[src/sv/dfe_pkg.sv]
`default_nettype none

package dfe_pkg;

    localparam int CFG_IDX_W = 2;

    typedef enum logic [CFG_IDX_W-1:0] {
        REG_HEADER = 2'd0,
        REG_FOOTER = 2'd1
    } cfg_reg_t;

    // controller -> datapath
    typedef struct packed {
        logic in_take;   // accept the presented rx byte
        logic rd_start;  // read entry 0, reset read pointer
        logic rd_next;   // advance read pointer and read
    } dfe_cmd_t;

    // datapath -> controller
    typedef struct packed {
        logic is_header;
        logic is_footer;
        logic frame_open;
        logic fill_nonzero;
        logic rd_last;
    } dfe_status_t;

endpackage

`default_nettype wire

[src/sv/dfe_datapath.sv]
`default_nettype none

module dfe_datapath #(
    parameter int BUF_SIZE = 64
) (
    input  wire logic                       aclk,
    input  wire logic                       aresetn,
    input  wire logic                       cfg_wr_en,
    input  wire logic [dfe_pkg::CFG_IDX_W-1:0] cfg_index,
    input  wire logic [7:0]                 cfg_wdata,
    input  wire logic [7:0]                 rx_byte,
    input  wire dfe_pkg::dfe_cmd_t          cmd,
    output dfe_pkg::dfe_status_t            status,
    output logic [7:0]                      payload_byte,
    output logic [5:0]                      frame_length,
    output logic                            is_last
);
    import dfe_pkg::*;

    localparam int AW = $clog2(BUF_SIZE);
    localparam logic [AW-1:0] FILL_LIMIT = AW'(BUF_SIZE - 1);

    logic [7:0]    header_reg;
    logic [7:0]    footer_reg;
    logic          open_reg;
    logic          open_next;
    logic [AW-1:0] fill_reg;
    logic [AW-1:0] fill_next;
    logic [AW-1:0] fill_inc;
    logic [AW-1:0] len_reg;
    logic [AW-1:0] ptr_reg;
    logic [AW-1:0] rd_addr;
    logic [7:0]    rd_data_reg;
    logic          hdr_hit;
    logic          ftr_hit;
    logic          do_store;

    logic [7:0]    mem [BUF_SIZE];

    assign hdr_hit  = (rx_byte == header_reg);
    assign ftr_hit  = (rx_byte == footer_reg);
    assign do_store = cmd.in_take && !hdr_hit && !ftr_hit && open_reg;
    assign fill_inc = AW'(fill_reg + 1'b1);

    always_comb begin
        open_next = open_reg;
        fill_next = fill_reg;
        if (cmd.in_take) begin
            if (hdr_hit) begin
                open_next = 1'b1;
                fill_next = '0;
            end else if (ftr_hit) begin
                open_next = 1'b0;
            end else if (open_reg) begin
                fill_next = fill_inc;
                if (fill_inc == FILL_LIMIT) begin
                    open_next = 1'b0;
                end
            end
        end
    end

    always_ff @(posedge aclk) begin
        if (!aresetn) begin
            header_reg <= '0;
            footer_reg <= '0;
            open_reg   <= 1'b0;
            fill_reg   <= '0;
        end else begin
            if (cfg_wr_en && cfg_index == REG_HEADER) begin
                header_reg <= cfg_wdata;
            end
            if (cfg_wr_en && cfg_index == REG_FOOTER) begin
                footer_reg <= cfg_wdata;
            end
            open_reg <= open_next;
            fill_reg <= fill_next;
        end
    end

    assign rd_addr = cmd.rd_start ? '0 : AW'(ptr_reg + 1'b1);

    // capture the frame length when the drain starts
    always_ff @(posedge aclk) begin
        if (cmd.rd_start) begin
            len_reg <= fill_reg;
        end
        if (cmd.rd_start || cmd.rd_next) begin
            ptr_reg <= rd_addr;
        end
    end

    always_ff @(posedge aclk) begin
        if (do_store) begin
            mem[fill_reg] <= rx_byte;
        end
        if (cmd.rd_start || cmd.rd_next) begin
            rd_data_reg <= mem[rd_addr];
        end
    end

    assign status.is_header    = hdr_hit;
    assign status.is_footer    = ftr_hit;
    assign status.frame_open   = open_reg;
    assign status.fill_nonzero = (fill_reg != '0);
    assign status.rd_last      = (AW'(ptr_reg + 1'b1) == len_reg);

    assign payload_byte = rd_data_reg;
    assign frame_length = 6'(len_reg);
    assign is_last      = status.rd_last;

endmodule

`default_nettype wire

[src/sv/dfe_controller.sv]
`default_nettype none

module dfe_controller (
    input  wire logic                 aclk,
    input  wire logic                 aresetn,
    input  wire logic                 s_valid,
    output logic                      s_ready,
    output logic                      m_valid,
    input  wire logic                 m_ready,
    input  wire dfe_pkg::dfe_status_t status,
    output dfe_pkg::dfe_cmd_t         cmd
);
    import dfe_pkg::*;

    typedef enum logic {
        S_IDLE,
        S_DRAIN
    } state_t;

    state_t state_reg;
    state_t state_next;
    logic   release_frame;

    assign release_frame = !status.is_header && status.is_footer &&
                           status.frame_open && status.fill_nonzero;

    always_comb begin
        state_next   = state_reg;
        cmd.in_take  = 1'b0;
        cmd.rd_start = 1'b0;
        cmd.rd_next  = 1'b0;
        case (state_reg)
            S_IDLE: begin
                if (s_valid) begin
                    cmd.in_take = 1'b1;
                    if (release_frame) begin
                        cmd.rd_start = 1'b1;
                        state_next   = S_DRAIN;
                    end
                end
            end
            S_DRAIN: begin
                if (m_ready) begin
                    if (status.rd_last) begin
                        state_next = S_IDLE;
                    end else begin
                        cmd.rd_next = 1'b1;
                    end
                end
            end
            default: begin
                state_next = S_IDLE;
            end
        endcase
    end

    always_ff @(posedge aclk) begin
        if (!aresetn) begin
            state_reg <= S_IDLE;
        end else begin
            state_reg <= state_next;
        end
    end

    assign s_ready = (state_reg == S_IDLE);
    assign m_valid = (state_reg == S_DRAIN);

endmodule

`default_nettype wire

[src/sv/delimited_frame_extractor_unit.sv]
// Header/footer byte framer for one socket stream.
// Input channel (s_valid/s_ready, s_rx_byte): one received byte per beat.
// A byte equal to the header register opens a frame and restarts capture;
// bytes inside an open frame are stored; a byte equal to the footer register
// closes the frame and, if it held at least one byte, releases it.
// Output channel (m_valid/m_ready): one beat per stored byte, in arrival
// order, each with the frame length; m_is_last marks the final byte.
// Configuration: cfg_wr_en/cfg_index/cfg_wdata write header (0), footer (1).
// Throughput: one input beat per cycle while no frame drains. A released
// frame shows its first beat in the cycle after the footer beat
// (memory read register), then one beat per cycle while m_ready is high, so
// s_ready stays low for the whole drain; the payload memory's single read
// port sets that drain rate. A stalled receiver holds the current beat and
// the input stays blocked until the last beat is taken.
// Reset clears both registers to 0, closes any frame and zeroes the fill
// count; payload memory contents are not cleared and need no clearing pass.
`default_nettype none

module delimited_frame_extractor_unit #(
    parameter int BUF_SIZE = 64
) (
    input  wire logic                          aclk,
    input  wire logic                          aresetn,
    input  wire logic                          cfg_wr_en,
    input  wire logic [dfe_pkg::CFG_IDX_W-1:0] cfg_index,
    input  wire logic [7:0]                    cfg_wdata,
    input  wire logic                          s_valid,
    output logic                               s_ready,
    input  wire logic [7:0]                    s_rx_byte,
    output logic                               m_valid,
    input  wire logic                          m_ready,
    output logic [7:0]                         m_payload_byte,
    output logic [5:0]                         m_frame_length,
    output logic                               m_is_last
);
    import dfe_pkg::*;

    dfe_cmd_t    cmd;
    dfe_status_t status;

    // sequence accept/drain; no datapath logic here
    dfe_controller u_ctrl (
        .aclk    (aclk),
        .aresetn (aresetn),
        .s_valid (s_valid),
        .s_ready (s_ready),
        .m_valid (m_valid),
        .m_ready (m_ready),
        .status  (status),
        .cmd     (cmd)
    );

    // hold config, fill state and payload memory
    dfe_datapath #(
        .BUF_SIZE (BUF_SIZE)
    ) u_dp (
        .aclk         (aclk),
        .aresetn      (aresetn),
        .cfg_wr_en    (cfg_wr_en),
        .cfg_index    (cfg_index),
        .cfg_wdata    (cfg_wdata),
        .rx_byte      (s_rx_byte),
        .cmd          (cmd),
        .status       (status),
        .payload_byte (m_payload_byte),
        .frame_length (m_frame_length),
        .is_last      (m_is_last)
    );

    // never advance the read pointer past the final byte
    a_no_overrun: assert property (@(posedge aclk) disable iff (!aresetn)
        cmd.rd_next |-> !status.rd_last)
        else $error("read pointer advanced past frame end");

    // input and output never move a beat in the same cycle
    a_one_side: assert property (@(posedge aclk) disable iff (!aresetn)
        (s_valid && s_ready) |-> !m_valid)
        else $error("input accepted during drain");

    // taking the last beat reopens the input
    a_last_reopens: assert property (@(posedge aclk) disable iff (!aresetn)
        (m_valid && m_ready && m_is_last) |=> (s_ready && !m_valid))
        else $error("input not reopened after last beat");

    // a released frame always starts draining on the next cycle
    a_release_drains: assert property (@(posedge aclk) disable iff (!aresetn)
        cmd.rd_start |=> (m_valid && m_frame_length != 6'd0 || BUF_SIZE > 64))
        else $error("released frame did not start draining");

endmodule

`default_nettype wire

[config.mk]
export PLATFORM = sky130hd
export DESIGN_NAME = delimited_frame_extractor_unit
export DESIGN_NICKNAME = d
export VERILOG_FILES = /design/src/sv/dfe_pkg.sv /design/src/sv/dfe_datapath.sv /design/src/sv/dfe_controller.sv /design/src/sv/delimited_frame_extractor_unit.sv
export SDC_FILE = /design/constraint.sdc
export NUM_CORES = 1
export LEC_CHECK = 0
export CELL_PAD_IN_SITES_DETAIL_PLACEMENT = 2
export CELL_PAD_IN_SITES_GLOBAL_PLACEMENT = 2
export CORE_MARGIN = 4
export CORE_UTILIZATION = 43
export DETAILED_ROUTE_END_ITERATION = 8
export DONT_BUFFER_PORTS = 1
export PLACE_DENSITY_LB_ADDON = 0.25
export SKIP_CTS_REPAIR_TIMING = 1
export SYNTH_ARGS = -nofsm -noshare
export SYNTH_HDL_FRONTEND = slang
export SYNTH_SLANG_ARGS = --single-unit
export TNS_END_PERCENT = 100
[constraint.sdc]
create_clock -name aclk -period 3.2 [get_ports aclk]
set_input_delay 0.16 -clock aclk [delete_from_list [all_inputs] [get_ports aclk]]
set_output_delay 0.16 -clock aclk [all_outputs]
set_load 0.01 [all_outputs]
==> results of run 1 <==
[stage by stage]
| stage | util | hold WS [ns] | worst slack [ns] | setup TNS [ns] | cells |
|---|---|---|---|---|---|
| 3_3_place_gp | 0.472 | 0.268 | -0.103 | -0.103 | 2149 |
| 2_1_floorplan | - | 0.259 | 0.0971 | 0 | 1390 |
| 4_1_cts | 0.507 | -0.405 | -0.200 | -1.81 | 2257 |
| 3_5_place_dp | 0.472 | 0.264 | -0.173 | -0.362 | 2149 |
| 6_report | 0.521 | -0.0102 | 0.0326 | 0 | 2299 |
| 5_1_grt | 0.521 | 0.0362 | -0.0374 | -0.180 | 2299 |
[worst min-delay path, delay by kind of cell]
family	cells	cell delay (ns)
AO/OA/AOI/OAI	2	0.23
AND/OR/NAND/NOR	1	0.16
[logic make-up after synthesis]
| group | Yosys count |
|---|---|
| mux | 156 |
| xor+xnor | 30 |
| simple gates | 328 |
| flops | 556 |
| compound gates | 230 |
| fa+ha+maj | 4 |
| buf+inv | 86 |
[report_power, final]
part / total (W) / internal [W] / leakage, nW / switching, W
registers: 0.00798 / 0.00797 / 4.98 / 0.00000737
clock network: 0.00667 / 0.00378 / 0.892 / 0.00289
logic: 0.000273 / 0.0000784 / 3.11 / 0.000194
[cells in the mapped netlist, types with 4 or more instances]
library cell / instances / area share
a2111oi_0: 5 / 0.0019
a211oi_1: 12 / 0.0040
a21oi_1: 56 / 0.012
a221oi_1: 7 / 0.0027
a22o_1: 4 / 0.0016
a22oi_1: 4 / 0.0013
a31oi_1: 9 / 0.0025
a32oi_1: 7 / 0.0027
and2_0: 4 / 0.0011
and2_1: 4 / 0.0011
and3_1: 8 / 0.0022
buf_1: 8 / 0.0013
buf_2: 26 / 0.0058
buf_4: 13 / 0.0043
clkbuf_1: 26 / 0.0043
dfxtp_1: 24 / 0.021
edfxtp_1: 532 / 0.71
ha_1: 4 / 0.0022
inv_1: 8 / 0.0013
mux2_2: 26 / 0.013
mux2i_1: 85 / 0.038
mux4_2: 45 / 0.045
nand2_1: 73 / 0.012
nand3_1: 31 / 0.0069
nand4_1: 16 / 0.0044
nor2_1: 105 / 0.018
nor2b_1: 23 / 0.0064
nor3_1: 24 / 0.0053
nor3b_1: 6 / 0.0020
nor4_1: 9 / 0.0025
o211a_1: 4 / 0.0018
o211ai_1: 14 / 0.0047
o21ai_0: 47 / 0.010
o221ai_1: 15 / 0.0058
o22ai_1: 11 / 0.0031
o2bb2ai_1: 5 / 0.0019
or3_1: 9 / 0.0025
xnor2_1: 15 / 0.0058
xor2_1: 14 / 0.0054
[area by class of cell]
class	instances	area (sq um)
multi-input cells	748	5820
fillers	4582	24700
inverters	10	46.3
well taps	680	851
flip-flops and latches	556	16500
repair buffers	197	1880
clock inverters	29	226
clock buffers	79	1590
[layer usage]
| metal | share of wire | track usage | vias up |
|---|---|---|---|
| met4 | 0.044 | 0.112 | 2 |
| li1 | - | - | 5857 |
| met2 | 0.48 | 0.442 | 740 |
| met5 | 0.00015 | 0 | - |
| met3 | 0.081 | 0.0578 | 214 |
| met1 | 0.39 | 0.363 | 7693 |
[how the worst max path moves through the flow]
stage	startpoint	to	slack (ns)	depth (start not counted)
floorplan	u_dp.ptr_reg[1]$_DFFE_PP_	u_dp.payload_byte[0]$_DFFE_PP_	0.1	7
global placement	u_dp.ptr_reg[1]$_DFFE_PP_	u_dp.payload_byte[5]$_DFFE_PP_	-0.10	11
detailed placement	u_dp.ptr_reg[1]$_DFFE_PP_	u_dp.payload_byte[5]$_DFFE_PP_	-0.17	11
CTS	u_dp.ptr_reg[1]$_DFFE_PP_	u_dp.payload_byte[5]$_DFFE_PP_	-0.20	11
global route	u_dp.ptr_reg[0]$_DFFE_PP_	u_dp.payload_byte[6]$_DFFE_PP_	-0.04	10
finish	u_dp.ptr_reg[0]$_DFFE_PP_	u_dp.payload_byte[3]$_DFFE_PP_	0.03	10
[cells in the final DEF (no fill, tap or decap), types with 9 or more instances in the layout]
cell / count
xnor2_1: 13
nor3_1: 24
buf_4: 150
nand4_1: 16
mux2i_1: 85
o221ai_1: 15
edfxtp_1: 532
dlygate4sd3_1: 22
nor2b_1: 23
nor2_1: 103
a211oi_1: 12
clkbuf_16: 63
mux2_2: 26
nand3_1: 30
o211ai_1: 14
clkbuf_1: 18
clkinv_2: 10
nand2_1: 70
or3_1: 9
dfxtp_1: 24
xor2_1: 12
o22ai_1: 11
a31oi_1: 9
a21oi_1: 53
buf_12: 11
clkinv_1: 15
mux4_2: 45
o21ai_0: 44
==> flow_summary.yaml, run 1 <==
worst_setup_path:
  reg2regPathDepth: 10
  r2r-start: "u_dp.ptr_reg[0]$_DFFE_PP_"
  critPathTopFamily: "compound AO/OA/AOI/OAI gates"
  crit_type: "reg2reg"
  crit_top_cell: "buf_4"
  cp_max_fo: 14
  arrival_ns: 3.67
  cp.required_ns: 3.70
  path_buf_inv: 4
  startpoint_type: "flop"
  cpMaxStageDelayCell: "xnor2_4"
  rrSetupSlack_ns: 0.03
  critical_path.endpoint_type: "flop"
  crit_chain: "buf_4 > buf_12 > nand3_2 > xnor2_4 > o21a_1 > buf_4 > o211ai_1 > and3_1 > a2111oi_2 > buf_4"
  r2r_end: "u_dp.payload_byte[3]$_DFFE_PP_"
  cpPeakStageDelay_ns: 0.45
logic_synthesis:
  synthArstFlopShare: 0
  seq_area_frac_synth: 0.731
  syn_inst: 1390
  postSynthAreaPerCell_sq_um: 16.2
  synth_warnings: 0
  synthFlopType: "edfxtp_1"
  synth.distinct_cells: 69
  synth-seq-cells: 556
  synth_compound_area_frac: 0.0691
  syn_area_sq_um: 22500
  synth_xor_area_frac: 0.0125
  synth-simple-area-share: 0.0708
  synthMuxAreaShare: 0.0958
  synth_edf_count: 532
  synth_top_family_by_area: "multiplexers"
  synth_adder_area_share: 0.00222
  syn_nets: 1417
global_route:
  grt_pass1_wl_mm: 112
  grt_antenna_before_repair: 1
  grt_start_max_net_pins: 67
  grt_use_total: 0.274
  grt_pass1_vias: 15300
  grt_overflow: 0
cells_and_area:
  largest_reg_flops: 512
  antenna_cells: 0
  final_cell_area_sq_um: 26900
  syn2layout_area_growth_pct: 19.4
  largest-register: "u_dp.mem"
  layout-drive-gt1-share: 0.225
  nets: 1598
sta:
  fmax_mhz: 316
  holdWs_ns: -0.0102
  relSlewSlack: 0.415
  fin_crit_sh: 0.990
  setup_viol: 0
  finalClockSkew_ns: 0.0284
  finalMaxSlewViolations: 0
  worst_pin_slew_ns: 0.877
  final-hold-violation-count: 1
  fin_crit_ns: 3.17
min_path:
  min_to: "u_dp.open_reg$_SDFFE_PN0P_"
  worstHoldStart: "s_valid"
  hold_path.class: "in2reg"
  hold_depth: 3
die:
  die_h_um: 237
  start_util: 0.436
  die_area_sq_um: 56100
  die_x_um: 237
  core_sq_um: 51600
  num_rows: 83
  io_pins: 40
route:
  wl_mm: 80.5
  drt_first_pass_iters: 6
  route.detailed.drc: 0
  drt_iter0_markers: 1691
  avgRoutedWirePerCell_um: 35.0
  ant_nets: 0
  via_per_inst: 6.31
  vias: 14500
clocking:
  numCtsBuffers: 58
  root_buffer: "clkbuf_16"
  htreeDepth: 2
  clock_latency_ns: 0.63
  clk_path_buf_depth: 3
  clk_pin_slew_ns: 0.07
  cts_tree: "yes"
  cts_sinks: 556
power:
  power_leakage_nw: 8.99
  finalPower_w: 0.0149
  cellPowerDensity_nw_per_um2: 555
  ir_worst_vdd_mv: 0.440
placement:
  gp_congestion: 0.881
  io_buffers: 0
  dp.final_hpwl_mm: 49.4
  dpl-instance-area_sq_um: 24300
status:
  status: "complete, but fails checks"
  violations: "hold timing"
job:
  maxCapViolCount: 0
(Power assumes the default switching activity.)
==> run 2, diff against run 1 <==
--- a/config.mk
+++ b/config.mk
@@ -5,10 +5,11 @@
 export SDC_FILE = /design/constraint.sdc
 export NUM_CORES = 1
 export LEC_CHECK = 0
+export ABC_AREA = 1
 export CELL_PAD_IN_SITES_DETAIL_PLACEMENT = 2
 export CELL_PAD_IN_SITES_GLOBAL_PLACEMENT = 2
 export CORE_MARGIN = 4
-export CORE_UTILIZATION = 43
+export CORE_UTILIZATION = 39
 export DETAILED_ROUTE_END_ITERATION = 8
 export DONT_BUFFER_PORTS = 1
 export PLACE_DENSITY_LB_ADDON = 0.25
==> run 2 against run 1 <==
Compared with the run above: the run still ends with hold timing left; wire length rose by 6.2%; cell area rose by 5.5%; combinational power rose by 10%; die area rose by 19%; global-route usage fell by 2.3 points; clock power rose by 7.8%; worst hold slack got worse by 0.017 ns; largest cell class unchanged; highest routed layer is now met4.
==> flow_summary.yaml, run 2 <==
clocking:
  clk_pin_slew_ns: 0.06
  htreeDepth: 2
  clk_path_buf_depth: 3
  cts_tree: "yes"
  root_buffer: "clkbuf_16"
  numCtsBuffers: 61
  cts_sinks: 556
  clock_latency_ns: 0.64
status:
  status: "complete, but fails checks"
  violations: "hold timing"
cells_and_area:
  layout_commonest_cell: "edfxtp_1"
  largest_reg_flops: 512
  largest-register: "u_dp.mem"
  utilization: 0.459
  syn2layout_area_growth_pct: 16.4
  nets: 2270
  fin_cells: 3132
  layout-drive-gt1-share: 0.135
  final_cell_area_sq_um: 28400
  mostFrequentLayoutCells: "edfxtp_1, nand3_1, inv_1, nand2_1, nor2_1"
sta:
  worst_pin_slew_ns: 0.940
  fin_ws_ns: 0.122
  setup_viol: 0
  finalMaxSlewViolations: 0
  finalClockSkew_ns: 0.0279
  rsz0062_at_grt: "yes"
  fin_crit_ns: 3.08
  fin_crit_sh: 0.962
  final-hold-violation-count: 2
  fmax_mhz: 325
  relSlewSlack: 0.371
  holdWs_ns: -0.0268
  final.setup.tns_ns: 0
global_route:
  grt_pass1_vias: 19200
  grt_start_max_net_pins: 68
  grt_use_total: 0.251
  grt_overflow: 0
  grt_pass1_wl_mm: 126
  grt_antenna_before_repair: 1
logic_synthesis:
  yosysTopAreaCell: "edfxtp_1"
  synth_top_area_share: 0.655
  syn_area_sq_um: 24400
  synth_top_cells_by_count: "edfxtp_1, nand3_1, inv_1"
  synth_most_common_cell: "edfxtp_1"
  syn_nets: 2189
  synth_edf_count: 532
  synth_warnings: 0
  postSynthAreaPerCell_sq_um: 11.3
  synthTopCellsByArea: "edfxtp_1, nand3_1, nand3b_1"
  synth.distinct_cells: 35
  synth-seq-cells: 556
  synthArstFlopShare: 0
  seq_area_frac_synth: 0.675
  syn_inst: 2162
  synthFlopType: "edfxtp_1"
route:
  drt_first_pass_iters: 5
  drt_iter0_markers: 1642
  route.detailed.drc: 0
  ant_nets: 0
  via_per_inst: 5.67
  avgRoutedWirePerCell_um: 27.3
  vias: 17800
  wl_mm: 85.4
power:
  cellPowerDensity_nw_per_um2: 545
  ir_worst_vdd_mv: 0.529
  power_leakage_nw: 10.5
die:
  start_util: 0.394
  io_pins: 40
  num_rows: 91
  die_area_sq_um: 66600
  die_h_um: 258
  die_x_um: 258
  core_sq_um: 61800
placement:
  dpl-instance-area_sq_um: 25900
  dp.final_hpwl_mm: 50.5
  dp.cells: 2988
  io_buffers: 0
  gp_congestion: 0.819
  pre_cts_ws_ns: -0.0475
worst_setup_path:
  critical_path.endpoint_type: "flop"
  crit_type: "reg2reg"
  startpoint_type: "flop"
  cp.required_ns: 3.59
  arrival_ns: 3.46
  cp_max_fo: 33
job:
  maxCapViolCount: 0
min_path:
  hold_path.class: "in2reg"
[run 2: cell count changes in the layout (fill, tap and decap cells not counted), moves of 46 or more]
cell      previous run  this run
nand3_1             30       486
inv_1                8       229
nand2_1             70       200
nand3b_1             3       119
nor2_1             103       197
mux2i_1             85         0
or2_2                0        79
buf_4              150       104
[run 2: cell families (layout without fill, tap and decap cells)]
kind of cell,after synthesis,count (layout),share of synthesized area
AOI/OAI and AO/OA,114,114,0.0293
other,0,1,0
and+or+nand+nor,1102,1102,0.224
DFF,556,556,0.675
adders and majority gates,4,4,0.00205
buffers and inverters,369,501,0.0635
xor gates and xnor gates,17,17,0.00611
[run 2: stage by stage]
stage	power [W]	hold WS [ns]
floorplan	0.00820	0.259
global placement	0.00823	0.271
detailed placement	0.00823	0.269
CTS	0.0154	-0.398
global route	0.0159	-0.00857
finish	0.0155	-0.0268
[run 2: worst paths after layout]
kind	from	end	slack, ns	depth (start not counted)
worst max-delay path	u_dp.footer_reg[3]$_SDFFE_PN0P_	u_dp.payload_byte[6]$_DFFE_PP_	0.12	16
worst min-delay path	cfg_wr_en	u_dp.header_reg[7]$_SDFFE_PN0P_	-0.03	2
worst max register to register	u_dp.footer_reg[3]$_SDFFE_PN0P_	u_dp.payload_byte[6]$_DFFE_PP_	0.12	16
worst min register to register	u_dp.footer_reg[7]$_SDFFE_PN0P_	u_dp.footer_reg[7]$_SDFFE_PN0P_	0.49	2
[run 2: cell type report]
class	instances	area [sq um]
Fill cell	6171	33500
Antenna cell	1	2.50
Clock inverter	37	369
Sequential cell	556	16500
Clock buffer	77	1630
Multi-Input combinational cell	1237	6420
Inverter	236	893
Tap cell	837	1050
Timing Repair Buffer	151	1550
[run 2: worst max-delay path, stage by stage, from the launching register on]
cell and delay (ns):
dfxtp_1 0.33, inv_1 0.06, nand2_1 0.06, nand2_1 0.05, nor2_1 0.10, nand2_1 0.11, nor2_4 0.23, nand3_4 0.28
nand2_4 0.24, buf_12 0.23, nor2_1 0.08, o21ai_0 0.11, nand3_1 0.16, nand3_1 0.21, nand3_1 0.22, nand3_1 0.24
nand2_1 0.07
[run 2: power by group]
part	internal [W]	leakage (nW)	switching, W	total, W
sequential	0.00797	4.97	0.00000795	0.00798
combinational	0.0000782	4.53	0.000223	0.000301
clock	0.00421	0.966	0.00298	0.00719
[run 2: layer usage]
| layer | GRT usage | routed length (um) |
|---|---|---|
| met4 | 0.0806 | 3220 |
| met1 | 0.323 | 35400 |
| met5 | 0 | 0 |
| met3 | 0.0399 | 4830 |
| met2 | 0.434 | 42000 |
